==> config.mk <==
export PLATFORM = sky130hd
export DESIGN_NAME = simd_parallel_add_subtract_unit
export DESIGN_NICKNAME = d
export VERILOG_FILES = /design/src/rtl/core/spas_pkg.sv /design/src/rtl/core/simd_parallel_add_subtract_unit.sv /design/src/rtl/core/spas_decoder.sv /design/src/rtl/core/spas_lane.sv /design/src/rtl/core/spas_merge.sv
export VERILOG_INCLUDE_DIRS = /design/src /design/src/rtl/core
export SDC_FILE = /design/constraint.sdc
export NUM_CORES = 1
export LEC_CHECK = 0
export ABC_CLOCK_PERIOD_IN_PS = 4650
export BUFFER_PORTS_ARGS = -buffer_cell sky130_fd_sc_hd__buf_2
export CELL_PAD_IN_SITES_DETAIL_PLACEMENT = 1
export CELL_PAD_IN_SITES_GLOBAL_PLACEMENT = 1
export CORE_MARGIN = 4
export CORE_UTILIZATION = 42
export CTS_BUF_LIST = sky130_fd_sc_hd__clkbuf_2 sky130_fd_sc_hd__clkbuf_4 sky130_fd_sc_hd__clkbuf_8
export DETAILED_ROUTE_END_ITERATION = 8
export PLACE_DENSITY_LB_ADDON = 0.1
export RECOVER_POWER = 50
export SKIP_CTS_REPAIR_TIMING = 1
export SYNTH_ARGS = -nofsm -noshare
export SYNTH_HDL_FRONTEND = slang
export SYNTH_HIERARCHICAL = 1
export SYNTH_SLANG_ARGS = --single-unit
==> constraint.sdc <==
create_clock -name clk -period 4.65 [get_ports clk]
set_input_delay 0.465 -clock clk [delete_from_list [all_inputs] [get_ports clk]]
set_output_delay 0.465 -clock clk [all_outputs]
set_load 0.01 [all_outputs]
==> src/rtl/core/simd_parallel_add_subtract_unit_defines.svh <==
// ----------------------------------------------------------------------------
// SIMD parallel add/subtract unit: assertion macros
// Concurrent check macros, compiled out for synthesis.
// ----------------------------------------------------------------------------
`ifndef SIMD_PARALLEL_ADD_SUBTRACT_UNIT_DEFINES_SVH
`define SIMD_PARALLEL_ADD_SUBTRACT_UNIT_DEFINES_SVH

`ifndef SYNTHESIS
// property must hold at every clock edge outside reset
`define SPAS_ASSERT(lbl, prop, msg) \
    lbl: assert property (@(posedge clk) disable iff (!rst_n) (prop)) else $error(msg);
// condition must never be seen at a clock edge outside reset
`define SPAS_NEVER(lbl, cond, msg) \
    lbl: assert property (@(posedge clk) disable iff (!rst_n) !(cond)) else $error(msg);
`else
`define SPAS_ASSERT(lbl, prop, msg)
`define SPAS_NEVER(lbl, cond, msg)
`endif

`endif

==> src/rtl/core/spas_pkg.sv <==
// ----------------------------------------------------------------------------
// spas_pkg
// Shared codes, types and lane arithmetic for the SIMD add/subtract unit.
// ----------------------------------------------------------------------------
`default_nettype none

package spas_pkg;

    // fixed-bit patterns of the encodings
    localparam logic [15:0] SelMask1 = 16'hfff0;
    localparam logic [15:0] SelVal1  = 16'hfaa0;
    localparam logic [15:0] SelMask2 = 16'hf0f0;
    localparam logic [15:0] SelVal2  = 16'hf080;
    localparam logic [15:0] ParMask1 = 16'hff80;
    localparam logic [15:0] ParVal1  = 16'hfa80;
    localparam logic [15:0] ParMask2 = 16'hf080;
    localparam logic [15:0] ParVal2  = 16'hf000;

    // lane operation codes
    localparam logic [2:0] OP_ADD8  = 3'd0;
    localparam logic [2:0] OP_ADD16 = 3'd1;
    localparam logic [2:0] OP_ASX   = 3'd2;
    localparam logic [2:0] OP_SUB8  = 3'd4;
    localparam logic [2:0] OP_SUB16 = 3'd5;
    localparam logic [2:0] OP_SAX   = 3'd6;

    // mode kind, low two bits of mode (bit 2 = unsigned)
    localparam logic [1:0] MK_PLAIN  = 2'd0;
    localparam logic [1:0] MK_SAT    = 2'd1;
    localparam logic [1:0] MK_HALVE  = 2'd2;
    localparam logic [1:0] MK_UNUSED = 2'd3;

    localparam logic [3:0] REG_SP = 4'd13;
    localparam logic [3:0] REG_PC = 4'd15;

    typedef struct packed {
        logic       sel;
        logic       par;
        logic       byte_mode;
        logic       swap;
        logic       sub_lo;
        logic       sub_hi;
        logic       uns;
        logic       sat;
        logic       halve;
        logic [3:0] rd;
    } ctrl_t;

    typedef struct packed {
        logic [15:0] res;
        logic [1:0]  ge;
    } lane_out_t;

    typedef struct packed {
        logic        recognized;
        logic [31:0] word;
        logic [3:0]  dest;
        logic        ge_written;
        logic [3:0]  ge_value;
    } result_t;

    // {pass, result} for one byte
    function automatic logic [8:0] byte_arith(input logic [7:0] a, input logic [7:0] b,
                                              input logic sub, input logic uns,
                                              input logic sat, input logic halve);
        logic signed [9:0] ax;
        logic signed [9:0] bx;
        logic signed [9:0] x;
        logic [7:0]        r;
        logic              pass;
        ax = uns ? $signed({2'b00, a}) : $signed({{2{a[7]}}, a});
        bx = uns ? $signed({2'b00, b}) : $signed({{2{b[7]}}, b});
        x  = sub ? (ax - bx) : (ax + bx);
        if (sat) begin
            if (uns) begin
                r = x[9] ? 8'h00 : (x[8] ? 8'hff : x[7:0]);
            end
            else begin
                r = (x < -10'sd128) ? 8'h80 : ((x > 10'sd127) ? 8'h7f : x[7:0]);
            end
        end
        else if (halve) begin
            r = x[8:1];
        end
        else begin
            r = x[7:0];
        end
        pass = (uns && !sub) ? x[8] : !x[9];
        return {pass, r};
    endfunction

    // {pass, result} for one halfword
    function automatic logic [16:0] half_arith(input logic [15:0] a, input logic [15:0] b,
                                               input logic sub, input logic uns,
                                               input logic sat, input logic halve);
        logic signed [17:0] ax;
        logic signed [17:0] bx;
        logic signed [17:0] x;
        logic [15:0]        r;
        logic               pass;
        ax = uns ? $signed({2'b00, a}) : $signed({{2{a[15]}}, a});
        bx = uns ? $signed({2'b00, b}) : $signed({{2{b[15]}}, b});
        x  = sub ? (ax - bx) : (ax + bx);
        if (sat) begin
            if (uns) begin
                r = x[17] ? 16'h0000 : (x[16] ? 16'hffff : x[15:0]);
            end
            else begin
                r = (x < -18'sd32768) ? 16'h8000
                  : ((x > 18'sd32767) ? 16'h7fff : x[15:0]);
            end
        end
        else if (halve) begin
            r = x[16:1];
        end
        else begin
            r = x[15:0];
        end
        pass = (uns && !sub) ? x[16] : !x[17];
        return {pass, r};
    endfunction

endpackage

`default_nettype wire

==> src/rtl/core/simd_parallel_add_subtract_unit.sv <==
// An accepted result is registered in out_reg, or in skid_reg if the output stalls.
// Throughput: 1 item per cycle while s_tready is high; the lanes are combinational.
// Two-entry output stage (register plus skid): the skid takes one item in a stall.
// Reset (rst_n low, asynchronous) clears GE flags and both output valids.
// ----------------------------------------------------------------------------
// simd_parallel_add_subtract_unit
// SIMD parallel add/subtract (8/16-bit, signed/unsigned, saturating, halving)
// and SEL, with GE flag state.
// ----------------------------------------------------------------------------
`default_nettype none

`include "simd_parallel_add_subtract_unit_defines.svh"

module simd_parallel_add_subtract_unit (
    input  wire logic        clk,
    input  wire logic        rst_n,
    // item in
    input  wire logic        s_tvalid,
    output logic             s_tready,
    // [15:0] first_halfword, [31:16] second_halfword,
    // [63:32] left_operand, [95:64] right_operand
    input  wire logic [95:0] s_tdata,
    // result out
    output logic             m_tvalid,
    input  wire logic        m_tready,
    // [0] recognized, [32:1] result_word, [36:33] destination_index,
    // [37] ge_written, [41:38] ge_value, [47:42] zero
    output logic [47:0]      m_tdata
);

    // input fields
    logic [15:0] first_halfword;
    logic [15:0] second_halfword;
    logic [31:0] left_operand;
    logic [31:0] right_operand;

    assign first_halfword  = s_tdata[15:0];
    assign second_halfword = s_tdata[31:16];
    assign left_operand    = s_tdata[63:32];
    assign right_operand   = s_tdata[95:64];

    logic s_accept;
    assign s_accept = s_tvalid && s_tready;

    // ---------------- decode ----------------
    spas_pkg::ctrl_t ctrl;

    spas_decoder u_decoder (
        .first_halfword  (first_halfword),
        .second_halfword (second_halfword),
        .ctrl            (ctrl)
    );

    // ---------------- lanes ----------------
    // ASX/SAX cross the halfwords of the right operand
    logic [15:0] b_lo;
    logic [15:0] b_hi;

    assign b_lo = ctrl.swap ? right_operand[31:16] : right_operand[15:0];
    assign b_hi = ctrl.swap ? right_operand[15:0]  : right_operand[31:16];

    spas_pkg::lane_out_t lane_lo;
    spas_pkg::lane_out_t lane_hi;

    spas_lane u_lane_lo (
        .a        (left_operand[15:0]),
        .b        (b_lo),
        .sub      (ctrl.sub_lo),
        .ctrl     (ctrl),
        .lane_out (lane_lo)
    );

    spas_lane u_lane_hi (
        .a        (left_operand[31:16]),
        .b        (b_hi),
        .sub      (ctrl.sub_hi),
        .ctrl     (ctrl),
        .lane_out (lane_hi)
    );

    // ---------------- merge ----------------
    logic [3:0]        ge_reg;
    logic [3:0]        ge_next;
    spas_pkg::result_t result;

    spas_merge u_merge (
        .ctrl          (ctrl),
        .lane_lo       (lane_lo),
        .lane_hi       (lane_hi),
        .left_operand  (left_operand),
        .right_operand (right_operand),
        .ge_flags      (ge_reg),
        .result        (result)
    );

    // GE flags change only on an accepted plain S/U instruction
    assign ge_next = (s_accept && result.ge_written) ? result.ge_value : ge_reg;

    // ---------------- output stage with skid ----------------
    logic              out_valid_reg;
    logic              out_valid_next;
    spas_pkg::result_t out_reg;
    spas_pkg::result_t out_next;
    logic              skid_valid_reg;
    logic              skid_valid_next;
    spas_pkg::result_t skid_reg;
    spas_pkg::result_t skid_next;

    assign s_tready = !skid_valid_reg;

    always_comb
    begin
        out_valid_next  = out_valid_reg;
        out_next        = out_reg;
        skid_valid_next = skid_valid_reg;
        skid_next       = skid_reg;
        if (!out_valid_reg || m_tready)
        begin
            // output slot free this cycle: skid drains first
            if (skid_valid_reg)
            begin
                out_valid_next  = 1'b1;
                out_next        = skid_reg;
                skid_valid_next = 1'b0;
            end
            else
            begin
                out_valid_next = s_accept;
                out_next       = result;
            end
        end
        else if (s_accept)
        begin
            skid_valid_next = 1'b1;
            skid_next       = result;
        end
    end

    always_ff @(posedge clk or negedge rst_n)
    begin
        if (!rst_n)
        begin
            ge_reg         <= '0;
            out_valid_reg  <= 1'b0;
            skid_valid_reg <= 1'b0;
        end
        else
        begin
            ge_reg         <= ge_next;
            out_valid_reg  <= out_valid_next;
            skid_valid_reg <= skid_valid_next;
        end
    end

    always_ff @(posedge clk)
    begin
        out_reg  <= out_next;
        skid_reg <= skid_next;
    end

    assign m_tvalid = out_valid_reg;
    assign m_tdata  = {6'b000000, out_reg.ge_value, out_reg.ge_written, out_reg.dest,
                       out_reg.word, out_reg.recognized};

    // ---------------- assertions ----------------
    `SPAS_ASSERT(a_skid_behind_out, skid_valid_reg |-> out_valid_reg, "skid full, output empty")
    `SPAS_ASSERT(a_ge_change_cause, !$stable(ge_reg) |-> $past(s_accept && result.ge_written), "GE flags changed without a GE-writing item")
    `SPAS_ASSERT(a_unrecognized_zero, (out_valid_reg && !out_reg.recognized) |-> (out_reg.word == 32'd0 && out_reg.dest == 4'd0 && !out_reg.ge_written), "unrecognized item with nonzero payload")
    `SPAS_NEVER(a_dest_legal, out_valid_reg && out_reg.recognized && (out_reg.dest == spas_pkg::REG_SP || out_reg.dest == spas_pkg::REG_PC), "destination is SP or PC")

endmodule

`default_nettype wire

==> src/rtl/core/spas_decoder.sv <==
// ----------------------------------------------------------------------------
// spas_decoder
// Decodes the instruction halfwords into lane control.
// ----------------------------------------------------------------------------
`default_nettype none

module spas_decoder (
    input  wire logic [15:0]   first_halfword,
    input  wire logic [15:0]   second_halfword,
    output spas_pkg::ctrl_t    ctrl
);

    logic [3:0] rn;
    logic [3:0] rd;
    logic [3:0] rm;
    logic [2:0] op;
    logic [2:0] mode;
    logic       regs_ok;
    logic       sel_hit;
    logic       par_hit;

    assign rn   = first_halfword[3:0];
    assign rd   = second_halfword[11:8];
    assign rm   = second_halfword[3:0];
    assign op   = first_halfword[6:4];
    assign mode = second_halfword[6:4];

    assign regs_ok = (rn != spas_pkg::REG_SP) && (rn != spas_pkg::REG_PC)
                  && (rd != spas_pkg::REG_SP) && (rd != spas_pkg::REG_PC)
                  && (rm != spas_pkg::REG_SP) && (rm != spas_pkg::REG_PC);

    assign sel_hit = ((first_halfword & spas_pkg::SelMask1) == spas_pkg::SelVal1)
                  && ((second_halfword & spas_pkg::SelMask2) == spas_pkg::SelVal2)
                  && regs_ok;

    assign par_hit = ((first_halfword & spas_pkg::ParMask1) == spas_pkg::ParVal1)
                  && ((second_halfword & spas_pkg::ParMask2) == spas_pkg::ParVal2)
                  && regs_ok && !sel_hit
                  && (op[1:0] != spas_pkg::MK_UNUSED)
                  && (mode[1:0] != spas_pkg::MK_UNUSED);

    always_comb
    begin
        ctrl.sel       = sel_hit;
        ctrl.par       = par_hit;
        ctrl.byte_mode = (op == spas_pkg::OP_ADD8) || (op == spas_pkg::OP_SUB8);
        ctrl.swap      = (op == spas_pkg::OP_ASX) || (op == spas_pkg::OP_SAX);
        // ASX subtracts in the low halfword, SAX in the high one
        ctrl.sub_lo    = (op == spas_pkg::OP_SUB8) || (op == spas_pkg::OP_SUB16)
                      || (op == spas_pkg::OP_ASX);
        ctrl.sub_hi    = (op == spas_pkg::OP_SUB8) || (op == spas_pkg::OP_SUB16)
                      || (op == spas_pkg::OP_SAX);
        ctrl.uns       = mode[2];
        ctrl.sat       = (mode[1:0] == spas_pkg::MK_SAT);
        ctrl.halve     = (mode[1:0] == spas_pkg::MK_HALVE);
        ctrl.rd        = rd;
    end

endmodule

`default_nettype wire

==> src/rtl/core/spas_lane.sv <==
// ----------------------------------------------------------------------------
// spas_lane
// One 16-bit lane: a halfword or two byte add/subtract ops.
// ----------------------------------------------------------------------------
`default_nettype none

module spas_lane (
    input  wire logic [15:0]     a,
    input  wire logic [15:0]     b,
    input  wire logic            sub,
    input  wire spas_pkg::ctrl_t ctrl,
    output spas_pkg::lane_out_t  lane_out
);

    logic [8:0]  byte0;
    logic [8:0]  byte1;
    logic [16:0] half;

    assign byte0 = spas_pkg::byte_arith(a[7:0], b[7:0], sub, ctrl.uns, ctrl.sat, ctrl.halve);
    assign byte1 = spas_pkg::byte_arith(a[15:8], b[15:8], sub, ctrl.uns, ctrl.sat,
                                        ctrl.halve);
    assign half  = spas_pkg::half_arith(a, b, sub, ctrl.uns, ctrl.sat, ctrl.halve);

    always_comb
    begin
        if (ctrl.byte_mode)
        begin
            lane_out.res = {byte1[7:0], byte0[7:0]};
            lane_out.ge  = {byte1[8], byte0[8]};
        end
        else
        begin
            // halfword GE bits move as a pair
            lane_out.res = half[15:0];
            lane_out.ge  = {half[16], half[16]};
        end
    end

endmodule

`default_nettype wire

==> src/rtl/core/spas_merge.sv <==
// ----------------------------------------------------------------------------
// spas_merge
// Combines lane results, performs SEL and forms the GE update.
// ----------------------------------------------------------------------------
`default_nettype none

module spas_merge (
    input  wire spas_pkg::ctrl_t     ctrl,
    input  wire spas_pkg::lane_out_t lane_lo,
    input  wire spas_pkg::lane_out_t lane_hi,
    input  wire logic [31:0]         left_operand,
    input  wire logic [31:0]         right_operand,
    input  wire logic [3:0]          ge_flags,
    output spas_pkg::result_t        result
);

    logic [31:0] sel_word;

    always_comb
    begin
        for (int n = 0; n < 4; n++)
        begin
            sel_word[n*8 +: 8] = ge_flags[n] ? left_operand[n*8 +: 8]
                                             : right_operand[n*8 +: 8];
        end
    end

    always_comb
    begin
        result.recognized = 1'b0;
        result.word       = '0;
        result.dest       = '0;
        result.ge_written = 1'b0;
        result.ge_value   = ge_flags;
        if (ctrl.sel)
        begin
            result.recognized = 1'b1;
            result.word       = sel_word;
            result.dest       = ctrl.rd;
        end
        else if (ctrl.par)
        begin
            result.recognized = 1'b1;
            result.word       = {lane_hi.res, lane_lo.res};
            result.dest       = ctrl.rd;
            if (!ctrl.sat && !ctrl.halve)
            begin
                result.ge_written = 1'b1;
                result.ge_value   = {lane_hi.ge, lane_lo.ge};
            end
        end
    end

endmodule

`default_nettype wire

; Word-level counts from Yosys, hierarchy flattened
; Index checks and enable logic that the tools add are counted.
[op_classes]
add_sub_neg = 12
n_lt_le_gt_ge = 12
n_eq_ne = 18
mux = 82
n_bitwise = 1
reduce_logical = 39
[op_table]
columns = cell, count
row1 = 2-to-1 mux 16 bit, 16
row2 = 2-to-1 mux 8 bit, 32
row3 = 2-to-1 mux 18 bit, 8
row4 = 2-to-1 mux 10 bit, 12
row5 = 2-to-1 mux 42 bit, 2
row6 = adder 10 bit, 4
row7 = "> comparator 10 x 8 -> 1 bit, second input constant", 4
row8 = "less-than comparator 10 x 8 -> 1 bit, second input constant", 4
row9 = subtractor 10 bit, 4
row10 = 2-to-1 mux 37 bit, 1
row11 = adder 18 bit, 2
row12 = "> comparator 18 x 16 -> 1 bit, second input constant", 2
row13 = "less-than comparator 18 x 16 -> 1 bit, second input constant", 2
row14 = subtractor 18 bit, 2
row15 = "!= test 4 bit, second input constant", 6
row16 = logical AND 1 bit, 17
row17 = logical NOT 1 bit, 13
row18 = "equality test 12 bit, second input constant", 1
row19 = 2-to-1 mux 5 bit, 2
row20 = "equality test 3 bit, second input constant", 3
row21 = "equality test 9 bit, second input constant", 1
row22 = 2-to-1 mux 1 bit, 9
row23 = "equality test 8 bit, second input constant", 1
row24 = logical OR 1 bit, 6
row25 = 9 further kinds, 10
[word_totals]
reg_bits = 90
input_bits = 100
out_inout_bits = 50
wordCells = 177

; Logic depth before layout (Yosys ltp)
[logic_depth]
depth_word = 16
mapped_depth = 24
mapped_depth_nobuf = 20

; Cells and area by module
; Netlist, hierarchy kept.
[modules_own_cells]
columns = mod, n_inst, cells_each, area_each_um2, seq_area_each_um2
row1 = simd_parallel_add_subtract_unit, 1, 191, 3768.6, 2672.6
row2 = spas_lane (u_lane_hi), 1, 484, 3214.3, 0.0
row3 = spas_lane (u_lane_lo), 1, 459, 3039.2, 0.0
row4 = spas_merge, 1, 88, 805.8, 0.0
row5 = spas_decoder, 1, 28, 190.2, 0.0

; Worst setup path before layout
; Ideal clock, no wire load.
[synth_timing]
path_type = input to register
startpoint = input m_tready
endpoint = register skid_reg[0] in the netlist's numbering, enable pin
setup_time_ns = 0.502
t_arrival_ns = 4.726
required_time_ns = 4.148
setup_slack_ns = -0.578
stages = 2
path_buffers = 0
path_cell_list = nand2b_1 nor3b_1
[synth_via]
elab_chain_len = 3
[synth_rtl]
columns = item, line
row1 = from (decl), simd_parallel_add_subtract_unit.sv:25  ; input wire logic m_tready,
row2 = logical OR 1 bit, simd_parallel_add_subtract_unit.sv:117  ; if (!out_valid_reg || m_tready)
row3 = NOT 1 bit (no source line), -
row4 = AND reduction 2 bit (no source line), -
row5 = to (signal assigned), simd_parallel_add_subtract_unit.sv:158  ; skid_reg <= skid_next;
row6 = to (decl), simd_parallel_add_subtract_unit.sv:106  ; spas_pkg::result_t skid_reg;
; Every way passes these cells.
; A chain may end at the register's enable or synchronous reset.

==> results.ini <==
[status]
status=finished, violations left
violations=max-capacitance violations, max-slew violations, negative setup slack

[layout]
antenna_cells=0
final_cells=1971
drive_gt1_share_pct=44.01
postLayoutCoreUtil_pct=59.40
design_area_um2=15390
syn_to_final_growth_pct=39.70
finalNetCount=1793
fillers=3034

[setup_path]
critPathMaxFanout=5
slowest_stage=ha_1
max_stage_delay_ns=0.34
r2r-end=skid_reg[11]
cp-startpoint=s_tdata[5]
worst-r2r-cell-count=4
path_delay_family=compound AO/OA/AOI/OAI gates
critPathLaunchType=input port
cp.buffers_inverters=8
rrSetupSlack_ns=1.53
crit_type=in2reg
rr_startpoint=m_tvalid
required_ns=4.79
cpMostUsedCell=buf_4
end_kind=flip-flop
crit_arrival_ns=5.04

[logic_synthesis]
ys_ff_latch=90
synth-edff-count=84
synth_xor_area_share_pct=6.507
netlist_area_um2=11020
synth_cell_types=104
yosysWarnings=6
synth_top_family_by_area=compound AO/OA/AOI/OAI gates
ys_seq_area_share_pct=24.26
ys_top_cells_by_area=edfxtp_1 23%, mux2_2 11%, ha_1 6.6%, xnor2_1 4.6%, nor2_1 3.6%
yosysTopAreaCellShare_pct=22.89
ys_async_sr_fraction_pct=6.667
yosys.area_share.adder_pct=7.313
synth_mux_area_share_pct=14.08
synthCells=1250
synth-compound-area-share_pct=25.15
synth.avg_cell_area_um2=8.814
synth_ff_type=edfxtp_1
synth-simple-area-share_pct=16.10
yosysTopAreaCell=edfxtp_1

[clocking]
numCtsBuffers=9
clkTransAtPathRegs_ns=0.11
h-tree-depth=3
cts_buffer_depth=2
cts_tree=yes
clk_latency_ns=0.39
clkSinkCount=90
cts_root_buffer=clkbuf_8

[route]
drc=0
drt-pass1-iter-count=6
drt-total-wl_mm=47.61
ant_nets=0
dr.first_iter.drc_count=1034
via_count=12050
viasPerCell=6.116
wl_per_cell_um=24.16

[sta]
slew_viol_final=46
worst_slew_pin_slew_ns=2.714
holdWs_ns=0.4157
period_share_pct=105.3
max_slew_margin_pct=-80.96
final-setup-viol-count=47
fin_tns_setup_ns=-6.094
hold_violations=0
post-route-min-period_ns=4.895
clock.fmax_ghz=0.2043
skew_ns=0.01928
setup_slack_ns=-0.2446
grt_setup_unrepaired=true

[power]
p_leak_nw=6.483
p_total_mw=4.892
p_per_area_nw_per_um2=317.8
ir_worst_vdd_mv=0.2585

[placed_design]
placed_cells=1920
gp_congestion=0.9159
placed_area_um2=13980
portBuffers=141
dp_worst_setup_slack_ns=-0.6149
place_hpwl_mm=34.49

[worst_hold_path]
hp-start=s_tvalid
hold_path_class=in2reg
min_path_cells=3
whs_endpoint=m_tvalid

[global_route]
grt_pass1_wl_mm=66.39
grt_max_degree=47
met1_usage_pct=41.59
grt_overflow_total=0
top_usage_layer=met2
grt_usage_pct=28.74
grtUsageMet2_pct=47.40
met3_usage_pct=2.973
antenna_found_initial=0
grt_pass1_vias=11770

[die]
core_area_um2=25910
row_count=59
dieArea_um2=28890
die_y_um=170.0
start_util_pct=42.52
dieWidth_um=170.0
pin_count=150

[flow_run]
maxCapViolCount=1

## per-layer routing
layer / share of wire [%] / vias to the layer above
li1: - / 5469
met2: 47 / 479
met4: 1.4 / 0
met3: 6.6 / 54
met5: 0 / -
met1: 45 / 6052
## layout make-up
class | instances | area (um2) | share of cell area [%]
clock buffer | 9 | 123.9 | 0.8047
clock inverter | 7 | 95.09 | 0.6178
inverter | 63 | 239.0 | 1.553
multi-input combinational | 1025 | 8690 | 56.45
sequential | 90 | 2674 | 17.37
tap | 335 | 419.2 | 2.723
timing repair buffer | 442 | 3152 | 20.48
## worst max path at each step
stage,to,slack (ns),cells after the start
after floorplan,m_tdata[10],-0.15,23
after detailed placement,m_tdata[3],-0.61,23
after global routing,m_tdata[15],-0.42,23
after global placement,m_tdata[14],-0.50,23
after CTS,m_tdata[15],-0.25,24
final,m_tdata[19],-0.24,25
## worst min-delay path, stage by stage
cell     delay (ns)
buf_2          0.13
nor2_1         0.09
nand2_1        0.08
## cells in the final DEF (no fill, tap or decap), drive strengths merged, types with 5 or more instances in the layout
cell type  netlist  final
o31ai            7      7
nor2b           24     24
and2            11     11
or2              6      6
nand2b          18     18
o21ai           85     85
nor3b            8      8
a32oi            5      5
a22o            33     33
xor2            22     22
a21boi           5      5
conb             1      6
mux2           120    120
nand2           64     64
a221oi          16     16
inv             61     64
a21o            21     21
o21a            17     18
nand4            8      8
nor4             8      8
clkbuf          36     51
ha              58     58
mux2i           14     14
nor3            31     31
o22ai            8      8
clkinv           2      5
a31oi           20     20
nor2           107    107
o211ai          12     12
dfrtp            6      6
and3            10     10
buf             43    399
nand3           27     28
a21oi           82     82
a211o            9      9
xnor2           59     59
edfxtp          84     84
a211oi          27     27
## Yosys cell counts (5+ instances only)
| library cell | n |
|---|---|
| nand2_1 | 63 |
| nand2b_1 | 18 |
| nor2_1 | 107 |
| o211ai_1 | 11 |
| buf_4 | 14 |
| buf_1 | 7 |
| mux2_2 | 112 |
| nor3b_1 | 8 |
| or2_2 | 5 |
| nor3_1 | 28 |
| nor4_1 | 5 |
| buf_6 | 11 |
| a21oi_1 | 80 |
| ha_1 | 58 |
| and2_1 | 10 |
| a221oi_1 | 16 |
| a211oi_1 | 24 |
| buf_2 | 11 |
| a22o_1 | 33 |
| o31ai_1 | 7 |
| clkbuf_1 | 32 |
| edfxtp_1 | 84 |
| o21ai_0 | 74 |
| and3_1 | 5 |
| mux2i_1 | 14 |
| o21ai_1 | 11 |
| a32oi_1 | 5 |
| xor2_1 | 22 |
| a21boi_0 | 5 |
| xnor2_1 | 58 |
| o21a_1 | 16 |
| o22ai_1 | 8 |
| a211o_1 | 9 |
| nand4_1 | 8 |
| dfrtp_1 | 6 |
| nor2b_1 | 24 |
| a21o_1 | 19 |
| a31oi_1 | 19 |
| nand3_1 | 25 |
| inv_1 | 61 |
## power by group
part | total [mW] | internal (mW) | switching (mW)
sequential | 0.980 | 0.948 | 0.0320
combinational | 3.30 | 1.52 | 1.79
clock | 0.608 | 0.265 | 0.343
total | 4.89 | 2.73 | 2.16
## logic make-up after synthesis
group | after synthesis
other | 1
buffers and inverters | 142
adders and majority gates | 62
AOI/OAI and AO/OA | 398
muxes | 136
xor gates and xnor gates | 81
and+or+nand+nor | 340
DFF | 90
No activity file was read; power rests on OpenSTA's default activity.
